$ cat config.mk
export PLATFORM = sky130hd
export DESIGN_NAME = aging_priority_queue_scheduler_core
export DESIGN_NICKNAME = d
export VERILOG_FILES = /design/src/sv/apqs_pkg.sv /design/src/sv/apqs_front.sv /design/src/sv/apqs_back.sv /design/src/sv/aging_priority_queue_scheduler_core.sv
export SDC_FILE = /design/constraint.sdc
export NUM_CORES = 1
export LEC_CHECK = 0
export BUFFER_PORTS_ARGS = -buffer_cell sky130_fd_sc_hd__buf_2
export CAP_MARGIN = 20
export CORE_ASPECT_RATIO = 0.6
export CORE_UTILIZATION = 37
export CTS_BUF_LIST = sky130_fd_sc_hd__clkbuf_4 sky130_fd_sc_hd__clkbuf_8
export DETAILED_ROUTE_END_ITERATION = 8
export GPL_ROUTABILITY_DRIVEN = 0
export PLACE_DENSITY = 0.5
export SYNTH_ARGS = -nofsm -noshare
export SYNTH_HDL_FRONTEND = slang
export SYNTH_SLANG_ARGS = --single-unit
$ cat constraint.sdc
create_clock -name i_clk -period 12.9 [get_ports i_clk]
set_input_delay 1.935 -clock i_clk [delete_from_list [all_inputs] [get_ports i_clk]]
set_output_delay 1.935 -clock i_clk [all_outputs]
set_load 0.02 [all_outputs]
$ cat src/sv/apqs_pkg.sv
// Shared types, codes and sizes for the aging priority queue scheduler.
package apqs_pkg;

    localparam int TableDepth = 16;
    localparam int SlotW      = (TableDepth > 1) ? $clog2(TableDepth) : 1;

    typedef enum logic [1:0] {
        ACT_INSERT  = 2'd0,
        ACT_DEQUEUE = 2'd1,
        ACT_AGE     = 2'd2,
        ACT_NONE    = 2'd3
    } t_action;

    typedef enum logic [1:0] {
        ST_OK    = 2'd0,
        ST_EMPTY = 2'd1,
        ST_FULL  = 2'd2
    } t_status;

    typedef enum logic [2:0] {
        CFG_MOB_THR   = 3'd0,
        CFG_LAT_THR   = 3'd1,
        CFG_BAT_THR   = 3'd2,
        CFG_MOB_BOOST = 3'd3,
        CFG_LAT_BOOST = 3'd4,
        CFG_BAT_BOOST = 3'd5,
        CFG_FLOOR     = 3'd6
    } t_cfg_idx;

    typedef enum logic [1:0] {
        BS_IDLE,
        BS_SCAN,
        BS_DONE
    } t_bstate;

    typedef struct packed {
        logic [1:0]  action;
        logic [15:0] task_id;
        logic [7:0]  initial_priority;
        logic [7:0]  mobility;
        logic [7:0]  latency_sensitivity;
        logic [15:0] battery_life;
    } t_in;

    typedef struct packed {
        logic [1:0]  status;
        logic        granted;
        logic [15:0] granted_id;
        logic [7:0]  granted_priority;
    } t_out;

    typedef struct packed {
        logic [7:0]  mob_thr;
        logic [7:0]  lat_thr;
        logic [15:0] bat_thr;
        logic [3:0]  mob_boost;
        logic [3:0]  lat_boost;
        logic [3:0]  bat_boost;
        logic [7:0]  prio_floor;
    } t_cfg;

    typedef struct packed {
        logic battery;
        logic latency;
        logic mobile;
    } t_flags;

    typedef struct packed {
        t_action     action;
        logic [15:0] task_id;
        logic [7:0]  prio;
        t_flags      flags;
    } t_cmd;

endpackage

$ cat src/sv/apqs_front.sv
// Front end: takes requests, derives context flags, buffers commands for the back end.
module apqs_front (
    input  logic           i_clk,
    input  logic           i_rst_n,
    input  apqs_pkg::t_cfg i_cfg,
    input  logic           i_push,
    input  apqs_pkg::t_in  i_task,
    output logic           o_full,
    output apqs_pkg::t_cmd o_cmd,
    output logic           o_cmd_valid,
    input  logic           i_cmd_take
);
    import apqs_pkg::*;

    t_cmd       r_q [2];
    logic       r_wp;
    logic       r_rp;
    logic [1:0] r_cnt;
    t_cmd       cmd_in;
    logic       push_ok;
    logic       take_ok;

    always_comb begin
        cmd_in.action        = t_action'(i_task.action);
        cmd_in.task_id       = i_task.task_id;
        cmd_in.prio          = i_task.initial_priority;
        cmd_in.flags.mobile  = i_task.mobility > i_cfg.mob_thr;
        cmd_in.flags.latency = i_task.latency_sensitivity > i_cfg.lat_thr;
        cmd_in.flags.battery = i_task.battery_life < i_cfg.bat_thr;
    end

    assign o_full      = (r_cnt == 2'd2);
    assign o_cmd_valid = (r_cnt != 2'd0);
    assign o_cmd       = r_q[r_rp];
    assign push_ok     = i_push && !o_full;
    assign take_ok     = i_cmd_take && o_cmd_valid;

    always_ff @(posedge i_clk) begin
        if (push_ok) begin
            r_q[r_wp] <= cmd_in;
        end
    end

    always_ff @(posedge i_clk) begin
        if (!i_rst_n) begin
            r_wp  <= 1'b0;
            r_rp  <= 1'b0;
            r_cnt <= 2'd0;
        end else begin
            if (push_ok) begin
                r_wp <= ~r_wp;
            end
            if (take_ok) begin
                r_rp <= ~r_rp;
            end
            r_cnt <= r_cnt + {1'b0, push_ok} - {1'b0, take_ok};
        end
    end

endmodule

$ cat src/sv/apqs_back.sv
// Back end: task table, aging scan with best-slot search, result register.
module apqs_back (
    input  logic           i_clk,
    input  logic           i_rst_n,
    input  apqs_pkg::t_cfg i_cfg,
    input  apqs_pkg::t_cmd i_cmd,
    input  logic           i_cmd_valid,
    output logic           o_cmd_take,
    output apqs_pkg::t_out o_res,
    output logic           o_res_valid,
    input  logic           i_res_pop
);
    import apqs_pkg::*;

    t_bstate               r_state;
    t_bstate               n_state;
    t_cmd                  r_cmd;
    t_status               r_status;
    logic [SlotW-1:0]      r_idx;
    logic                  r_best_found;
    logic [SlotW-1:0]      r_best_idx;
    logic [7:0]            r_best_prio;
    logic [15:0]           r_best_age;
    logic [15:0]           r_best_id;
    logic [TableDepth-1:0] r_valid;
    logic [15:0]           r_task_id [TableDepth];
    logic [7:0]            r_prio    [TableDepth];
    t_flags                r_flags   [TableDepth];
    logic [15:0]           r_order   [TableDepth];
    logic [15:0]           r_ins_cnt;
    t_out                  r_out;
    logic                  r_out_valid;

    logic             out_free;
    logic             any_valid;
    logic             has_free;
    logic [SlotW-1:0] free_idx;
    logic             last_idx;
    logic [7:0]       cur_prio;
    t_flags           cur_flags;
    logic [5:0]       dec;
    logic [8:0]       diff;
    logic [7:0]       sub_prio;
    logic [7:0]       new_prio;
    logic [15:0]      cur_age;
    logic             better;
    logic             do_insert;
    logic             scan_wr;
    logic             scan_sel;
    logic             out_load;
    logic             grant;
    t_out             res_next;

    assign out_free  = !r_out_valid || i_res_pop;
    assign any_valid = |r_valid;
    assign has_free  = ~&r_valid;
    assign last_idx  = (r_idx == SlotW'(TableDepth - 1));

    // lowest numbered free slot
    always_comb begin
        free_idx = '0;
        for (int i = TableDepth - 1; i >= 0; i--) begin
            if (!r_valid[i]) begin
                free_idx = SlotW'(i);
            end
        end
    end

    // aging of the slot under the scan pointer
    always_comb begin
        cur_prio  = r_prio[r_idx];
        cur_flags = r_flags[r_idx];
        dec = ({2'b00, i_cfg.mob_boost} & {6{cur_flags.mobile}})
            + ({2'b00, i_cfg.lat_boost} & {6{cur_flags.latency}})
            + ({2'b00, i_cfg.bat_boost} & {6{cur_flags.battery}});
        diff     = {1'b0, cur_prio} - {3'b000, dec};
        sub_prio = diff[8] ? 8'd0 : diff[7:0];
        new_prio = (sub_prio < i_cfg.prio_floor) ? i_cfg.prio_floor : sub_prio;
        cur_age  = r_ins_cnt - r_order[r_idx];
        // ties go to the larger age, i.e. the older insert
        better   = !r_best_found || (new_prio < r_best_prio)
                || ((new_prio == r_best_prio) && (cur_age > r_best_age));
    end

    always_comb begin
        n_state = r_state;
        unique case (r_state)
            BS_IDLE: begin
                if (i_cmd_valid) begin
                    if ((i_cmd.action == ACT_DEQUEUE && any_valid)
                            || i_cmd.action == ACT_AGE) begin
                        n_state = BS_SCAN;
                    end else begin
                        n_state = BS_DONE;
                    end
                end
            end
            BS_SCAN: begin
                if (last_idx) begin
                    n_state = BS_DONE;
                end
            end
            BS_DONE: begin
                if (out_free) begin
                    n_state = BS_IDLE;
                end
            end
            default: n_state = BS_IDLE;
        endcase
    end

    always_comb begin
        o_cmd_take = (r_state == BS_IDLE) && i_cmd_valid;
        do_insert  = o_cmd_take && (i_cmd.action == ACT_INSERT) && has_free;
        scan_wr    = (r_state == BS_SCAN) && r_valid[r_idx];
        scan_sel   = scan_wr && (r_cmd.action == ACT_DEQUEUE) && better;
        out_load   = (r_state == BS_DONE) && out_free;
        grant      = out_load && r_best_found;
        if (r_best_found) begin
            res_next.status           = ST_OK;
            res_next.granted          = 1'b1;
            res_next.granted_id       = r_best_id;
            res_next.granted_priority = r_best_prio;
        end else begin
            res_next.status           = r_status;
            res_next.granted          = 1'b0;
            res_next.granted_id       = 16'd0;
            res_next.granted_priority = 8'd0;
        end
    end

    always_ff @(posedge i_clk) begin
        if (!i_rst_n) begin
            r_state      <= BS_IDLE;
            r_valid      <= '0;
            r_ins_cnt    <= 16'd0;
            r_out_valid  <= 1'b0;
            r_best_found <= 1'b0;
            r_idx        <= '0;
        end else begin
            r_state <= n_state;
            if (do_insert) begin
                r_valid[free_idx] <= 1'b1;
                r_ins_cnt         <= r_ins_cnt + 16'd1;
            end
            if (grant) begin
                r_valid[r_best_idx] <= 1'b0;
            end
            if (o_cmd_take) begin
                r_best_found <= 1'b0;
                r_idx        <= '0;
            end else begin
                if (scan_sel) begin
                    r_best_found <= 1'b1;
                end
                if (r_state == BS_SCAN) begin
                    r_idx <= r_idx + SlotW'(1);
                end
            end
            if (out_load) begin
                r_out_valid <= 1'b1;
            end else if (i_res_pop) begin
                r_out_valid <= 1'b0;
            end
        end
    end

    always_ff @(posedge i_clk) begin
        if (o_cmd_take) begin
            r_cmd <= i_cmd;
            if (i_cmd.action == ACT_INSERT && !has_free) begin
                r_status <= ST_FULL;
            end else if (i_cmd.action == ACT_DEQUEUE && !any_valid) begin
                r_status <= ST_EMPTY;
            end else begin
                r_status <= ST_OK;
            end
        end
        if (do_insert) begin
            r_task_id[free_idx] <= i_cmd.task_id;
            r_prio[free_idx]    <= i_cmd.prio;
            r_flags[free_idx]   <= i_cmd.flags;
            r_order[free_idx]   <= r_ins_cnt;
        end
        if (scan_wr) begin
            r_prio[r_idx] <= new_prio;
        end
        if (scan_sel) begin
            r_best_idx  <= r_idx;
            r_best_prio <= new_prio;
            r_best_age  <= cur_age;
            r_best_id   <= r_task_id[r_idx];
        end
        if (out_load) begin
            r_out <= res_next;
        end
    end

    assign o_res       = r_out;
    assign o_res_valid = r_out_valid;

`ifndef SYNTHESIS
    a_grant_clears: assert property (@(posedge i_clk) disable iff (!i_rst_n)
        grant |=> !r_valid[$past(r_best_idx)])
        else $error("granted slot still valid after transfer");

    a_best_is_live: assert property (@(posedge i_clk) disable iff (!i_rst_n)
        (r_state == BS_DONE && r_best_found) |-> r_valid[r_best_idx])
        else $error("selected slot not valid");

    a_best_only_deq: assert property (@(posedge i_clk) disable iff (!i_rst_n)
        (r_state == BS_DONE && r_best_found) |-> r_cmd.action == ACT_DEQUEUE)
        else $error("grant on a non-dequeue command");

    a_scan_action: assert property (@(posedge i_clk) disable iff (!i_rst_n)
        (r_state == BS_SCAN) |-> (r_cmd.action == ACT_DEQUEUE || r_cmd.action == ACT_AGE))
        else $error("scan running for insert or no-op");

    a_load_done: assert property (@(posedge i_clk) disable iff (!i_rst_n)
        out_load |=> (r_out_valid && r_state == BS_IDLE))
        else $error("result load did not complete");
`endif

endmodule

$ cat src/sv/aging_priority_queue_scheduler_core.sv
// Top level: configuration registers, front end and back end of the scheduler.
//
// Requests enter through push/full as a t_in item: insert a task, age all tasks then
// dequeue the best one, or age only. Every request yields exactly one t_out result,
// presented while empty is low and removed with pop. Results come out in request order.
// Configuration: a write with i_cfg_we high loads register i_cfg_idx from i_cfg_wdata;
// unknown indexes are ignored. Write only while no request is outstanding.
// The front end registers each request with its context flags in a two-entry queue,
// so a new request is taken while the back end is busy. The back end walks the table
// one slot per cycle with a single aging and compare unit.
// Per request the back end goes from idle to done and back to idle: insert, empty dequeue
// and no-op go straight to done; age and dequeue pass first through the slot scan over
// all TableDepth slots. The result register loads in the done state once it is free,
// and the back end takes no new request before it is back in idle.
// When pop stays low the result register holds; the back end finishes its current
// request and then waits, and full rises once the command queue holds two requests.
// Reset empties the table, the command queue and the result register, clears the
// insert counter and loads the default thresholds, boosts and floor.
module aging_priority_queue_scheduler_core (
    input  logic           i_clk,
    input  logic           i_rst_n,
    input  logic           push,
    input  apqs_pkg::t_in  i_task,
    output logic           full,
    output logic           empty,
    input  logic           pop,
    output apqs_pkg::t_out o_result,
    input  logic           i_cfg_we,
    input  logic [2:0]     i_cfg_idx,
    input  logic [15:0]    i_cfg_wdata
);
    import apqs_pkg::*;

    t_cfg r_cfg;
    t_cmd cmd;
    logic cmd_valid;
    logic cmd_take;
    logic res_valid;

    always_ff @(posedge i_clk) begin
        if (!i_rst_n) begin
            r_cfg.mob_thr    <= 8'd179;
            r_cfg.lat_thr    <= 8'd204;
            r_cfg.bat_thr    <= 16'd256;
            r_cfg.mob_boost  <= 4'd2;
            r_cfg.lat_boost  <= 4'd3;
            r_cfg.bat_boost  <= 4'd1;
            r_cfg.prio_floor <= 8'd1;
        end else if (i_cfg_we) begin
            unique case (t_cfg_idx'(i_cfg_idx))
                CFG_MOB_THR:   r_cfg.mob_thr    <= i_cfg_wdata[7:0];
                CFG_LAT_THR:   r_cfg.lat_thr    <= i_cfg_wdata[7:0];
                CFG_BAT_THR:   r_cfg.bat_thr    <= i_cfg_wdata;
                CFG_MOB_BOOST: r_cfg.mob_boost  <= i_cfg_wdata[3:0];
                CFG_LAT_BOOST: r_cfg.lat_boost  <= i_cfg_wdata[3:0];
                CFG_BAT_BOOST: r_cfg.bat_boost  <= i_cfg_wdata[3:0];
                CFG_FLOOR:     r_cfg.prio_floor <= i_cfg_wdata[7:0];
                default: ;
            endcase
        end
    end

    apqs_front u_front (
        .i_clk       (i_clk),
        .i_rst_n     (i_rst_n),
        .i_cfg       (r_cfg),
        .i_push      (push),
        .i_task      (i_task),
        .o_full      (full),
        .o_cmd       (cmd),
        .o_cmd_valid (cmd_valid),
        .i_cmd_take  (cmd_take)
    );

    apqs_back u_back (
        .i_clk       (i_clk),
        .i_rst_n     (i_rst_n),
        .i_cfg       (r_cfg),
        .i_cmd       (cmd),
        .i_cmd_valid (cmd_valid),
        .o_cmd_take  (cmd_take),
        .o_res       (o_result),
        .o_res_valid (res_valid),
        .i_res_pop   (pop)
    );

    assign empty = !res_valid;

endmodule
* Word-level counts from Yosys, hierarchy flattened *
Memories as Yosys holds them, arrays and structs flattened. A register that Yosys moved wholly into a read port is not among the register bits.
Index checks and enable logic that the tools add are counted.

word-level totals
  input bits = 82
  bits in writable memories = 746
  memories = 5
  logic and storage cells = 170
  register bits after elaboration = 155

memories
  memory            words  bits a word  rd ports  clocked after memory_dff  write ports  RTL line          source
  u_back.r_order    16     16           1         1                         1            apqs_back.sv:29   logic [15:0] r_order [TableDepth];
  u_back.r_task_id  16     16           1         1                         1            apqs_back.sv:26   logic [15:0] r_task_id [TableDepth];
  u_back.r_prio     16     8            1         1                         1            apqs_back.sv:27   logic [7:0] r_prio [TableDepth];
  u_front.r_q       2      29           1         1                         1            apqs_front.sv:15  t_cmd r_q [2];
  u_back.r_flags    16     3            1         1                         1            apqs_back.sv:28   t_flags r_flags [TableDepth];

cells by class
  bitwise operators = 9
  reductions and logical operators = 42
  mux-type cells = 53
  order comparisons = 11
  equality and inequality tests = 17
  add/sub/neg operators = 8

operators by type and width
  operator               number
  $mux 4                 23
  $mux 16                3
  $mux 25                1
  $mux 8                 3
  $and 4x6->6            3
  $add 16x1->16 const B  1
  $and 16x16->16         1
  $gt 16x16->1           1
  $gt 8x8->1             2
  $logic_and 1x1->1      16
  $lt 16x16->1           1
  $lt 8x8->1             2
  $not 16->16            1
  $or 16x16->16          1
  $reduce_and 16->1      1
  $reduce_or 16->1       1
  $sub 16x16->16         1
  $lt 4x5->1 const B     3
  $mux 1                 15
  $reduce_and 2->1       7
  $add 6x6->6            2
  $eq 3x3->1 const B     3
  $sub 8x6->9            1
  $demux 1 s4            2
  23 further kinds       45

* Logic depth before layout (Yosys ltp) *
  word-level depth = 25
  gate-level depth with buffers = 32
  gate-level depth less buffers = 29

* By module *
A second synthesis with hierarchy kept.

second synthesis, totals
  cell total of the unflattened synthesis = 2078
  area, all modules = 38072.8 sq um

by module, submodules not included
  module                               sequential area each (sq um)  cells each  instances  area an instance (sq um)
  apqs_back                            23792.8                       1653        1          32880.3
  apqs_front                           1841.8                        220         1          3120.5
  aging_priority_queue_scheduler_core  1041.0                        205         1          2072.0

* Worst setup path before layout *
Ideal clock, no wire load.

  path type = register -> register
  start = register with a tool-made name
  end = register u_back.r_best_age[0] (enable)
  arrival = 10.298 ns
  clock period less this slack = 10.770 ns
  data required time = 12.428 ns
  path buffers = 3
  slack = 2.130 ns
  stages on the path, launching flop included = 31
  cells stage by stage = dfxtp_1 clkbuf_1 buf_1 buf_2 mux4_2 mux4_2 and2_1 fa_1 ha_1 fa_1 inv_1 ha_1 nor2b_1 o31ai_1 a2111oi_0 a31o_2 a211o_1 ha_1 and4_1 o21ai_0 or3b_2 o221ai_4 mux2_2 ha_1 nor2b_1 o21a_1 o21a_1 o21a_1 o21bai_1 a21oi_1 a31oi_1

RTL lines
  item                  RTL line          source
  end signal, assigned  apqs_back.sv:191  r_best_age <= cur_age;
  end, declared         apqs_back.sv:23   logic [15:0] r_best_age;

==> summary.md <==
| Metric | Value |
|---|---|
| Area share of the largest cell type after synthesis | 0.649 |
| # clock sinks | 922 |
| Detail Route Antenna Nets | 0 |
| WL final | 93000 um |
| Max-slew violation total from the final report | 0 |
| Register clock-pin slew on the reported worst setup and hold paths | 0.06 ns |
| Most instantiated flip-flop cell in the synthesis netlist | edfxtp_1 |
| Delay of the slowest cell on the worst path | 0.95 ns |
| Post-synth EDFFs | slightly above 800 |
| Worst slew margin relative to its limit | 0.238 |
| Synth async-reset ratio | 0 |
| Clock buffer count from CTS | 141 |
| Data arrival time of the critical path | 10.92 ns |
| Synthesized flop and latch total | 922 |
| Maximum fanout encountered on the critical timing path | 46 |
| Clock Path Buffers | 3 |
| H-tree levels | 4 |
| Library cells used by synthesis | 66 |
| Synth-to-Final Area Change | 13.9% |
| I/O Buffers | 110 |
| Chip Height | 250 um |
| Most common library cells after synthesis | 821 x edfxtp_1, 210 x mux4_2, 137 x nand2_1 |
| First-pass GRT wire length | around 140000 um |
| Overflow left after global routing | 0 |
| Total of endpoints with negative setup slack in the final report | 0 |
| Post-cts resize count | 0 |
| Run status | complete, no violations |
| Setup crit start kind | flip-flop |
| Total global routing track utilization | 0.181 |
| Die width | 416 um |
| Total I/O pin count | around 110 |
| Placeable core region | 101000 um2 |
| Sequential share of the synthesized area | 0.703 |
| Ranking of synthesized cells by area | edfxtp_1 65%, mux4_2 12%, dfxtp_1 5.3% |
| Average wire length per cell after detail routing | 24.5 um |
| Category of the worst setup path capture point | flip-flop |
| Critical path buffers and inverters | 2 |
| MaxCap Viol Count | 0 |
| Buffers inserted by post-CTS timing repair | 0 |
| Routed via count | roughly 20000 |
| Min Clock Period, post-route | 10.47 ns |
| Timing-limited maximum frequency | 0.0956 GHz |
| Cell repeated most along the worst path | ha_1 |
| Clock skew | about 0.043 ns |
| Estimated wirelength of the detail-placed design | ~54000 um |
| # nets final | 2521 |
| Post-synthesis cell type with the largest combined area | edfxtp_1 |
| CTS tree | built |
| Yosys warns | 0 |
| Footprint of the multi-input gates | 10700 um2 |
| Post-synthesis area per instance | 17.9 um2 |
| Most common cell in the synthesized netlist | edfxtp_1 |
| Skew-Pair Late Insertion Delay | between 0.8 and 0.9 ns |
| First-pass detailed-route iteration total | 5 |
| CP max stage cell | dfxtp_4 |
| Worst Setup Path Type | flip-flop to flip-flop |
| Total of hold buffers inserted after clock tree synthesis | 0 |
| Via-per-instance ratio | 5.25 |
| Syn Nets | 2297 |
| Post-synthesis instance total | 2118 |
| Die area | 104000 um2 |
| Fill cell total of the finished layout | approximately 8900 |
| Initial Util | 0.375 |
| Leakage Power | between 10 and 15 nW |
| Dpl ws | 2.39 ns |
| Vias in the first global route | 20900 |
| Total power density per cell area | between 150 and 200 nW/um2 |
| Number of antenna violations at the first check in global routing | 2 |
| Total negative setup slack | 0 ns |
| Tcrit/Tclk final | 0.811 |
| Max VDD drop | 0.000108 V |
| Critical path data required time | 13.36 ns |
| DRT iter0 DRCs | 1628 |
| Top Family by Delay on Critical Path | compound AO/OA/AOI/OAI gates |
| Proportion of layout cells with a drive suffix above 1 | 0.276 |
| Worst hold path class | flip-flop to flip-flop |
| Pin count of the biggest net entering global routing | 94 |
| Unrepaired setup endpoints after global routing | false |
| Number of hold violations in the final report | 0 |
| Count of standard-cell rows | 90 |
| Total area of sequential cells | 26700 um2 |
| CTS root buffer | clkbuf_8 |
| Area of the mapped netlist | roughly 38000 um2 |
| Remaining design rule violation count | 0 |
| PnR worst setup slack | 2.43 ns |
| Slew at the pin closest to its max-slew limit | about 1.1 ns |
## registers in the layout (all words and copies together), names as in the netlist, 4 cells and up, named ones only
| name | count |
|---|---|
| u_back.r_order | 256 |
| u_back.r_task_id | 256 |
| u_back.r_prio | 128 |
| u_front.r_q | 58 |
| r_cfg | 52 |
| u_back.r_flags | 48 |
| u_back.o_res | 27 |
| u_back.r_best_age | 16 |
| u_back.r_best_id | 16 |
| u_back.r_ins_cnt | 16 |
| u_back.r_valid | 16 |
| u_back.r_best_prio | 8 |
| u_back.r_best_idx | 4 |
| u_back.r_idx | 4 |
## worst reg2reg max path: cells and delay by family (launching register included)
kind | cells | cell delay [ns]
multiplexers | 3 | 1.63
buffers and inverters | 2 | 0.60
AND/OR/NAND/NOR | 6 | 2.05
AO/OA/AOI/OAI | 8 | 2.75
adder cells (fa/ha/maj) | 6 | 2.10
flip-flops | 1 | 0.95
## logic make-up (layout without fill, tap and decap cells)
logic type / count (synthesis) / in the layout / share of synthesized area
adders and majority gates: 97 / 97 / 0.0334
xor gates and xnor gates: 35 / 35 / 0.00808
DFF: 922 / 922 / 0.703
buffers and inverters: 185 / 519 / 0.0188
AOI/OAI and AO/OA: 211 / 211 / 0.0408
and+or+nand+nor: 392 / 392 / 0.0505
muxes: 276 / 276 / 0.146
other: 0 / 3 / 0
## per-stage QoR
stage | power [mW] | hold slack (ns) | area, um2 | utilization | std cells
2_1_floorplan | 4.32 | 0.406 | 38000 | - | 2118
3_3_place_gp | 4.64 | 0.455 | 40300 | 0.399 | 3525
3_5_place_dp | 4.68 | 0.467 | 40400 | 0.399 | 3529
4_1_cts | 7.16 | 0.475 | 43200 | 0.427 | 3782
5_1_grt | 7.39 | 0.488 | 43200 | 0.428 | 3787
6_report | 7.07 | 0.469 | 43300 | 0.428 | 3789
## where the power goes
part           switching [mW]  leakage [nW]  internal, mW
logic                   0.623          4.45         0.411
registers              0.0688          8.04          3.50
clock network            1.18          1.47          1.28
total                    1.87          14.0          5.20
## layout make-up
class / instances / share of cell area
antenna: 3 / 0.000174
clock buffer: 188 / 0.0535
clock inverter: 65 / 0.0115
inverter: 108 / 0.00937
multi-input combinational: 1011 / 0.248
sequential: 922 / 0.617
tap: 1334 / 0.0386
timing repair buffer: 158 / 0.0218
## placed cells by master (no fill, tap or decap), types with 44 or more instances in the layout
cell | synthesis | layout
edfxtp_1 | 821 | 821
buf_2 | 9 | 111
buf_4 | 0 | 45
inv_1 | 106 | 106
clkbuf_4 | 0 | 44
dfxtp_1 | 101 | 93
mux4_2 | 210 | 210
nor2_1 | 68 | 52
and2_1 | 47 | 47
clkbuf_8 | 0 | 144
nand2_1 | 137 | 137
ha_1 | 90 | 90
## path summary, 6_finish.rpt
kind	from	endpoint	slack, ns	depth (start not counted)
worst max-delay path	flip-flop	u_back.r_best_id[3]	2.43	25
worst max register to register	flip-flop	u_back.r_best_id[3]	2.43	25
worst min register to register	r_cfg[21]	r_cfg[21]	0.47	2
worst min-delay path	r_cfg[21]	r_cfg[21]	0.47	2
## layer usage
metal / global-route usage / wire length [um] / vias up / share of wire
li1: - / - / 8844 / -
met1: 0.266 / 44800 / 10500 / 0.48
met2: 0.273 / 42100 / 471 / 0.45
met3: 0.0323 / 4440 / 121 / 0.048
met4: 0.0578 / 1620 / 0 / 0.017
met5: 0 / 0 / - / 0
Power figures use the tool's default switching activity.
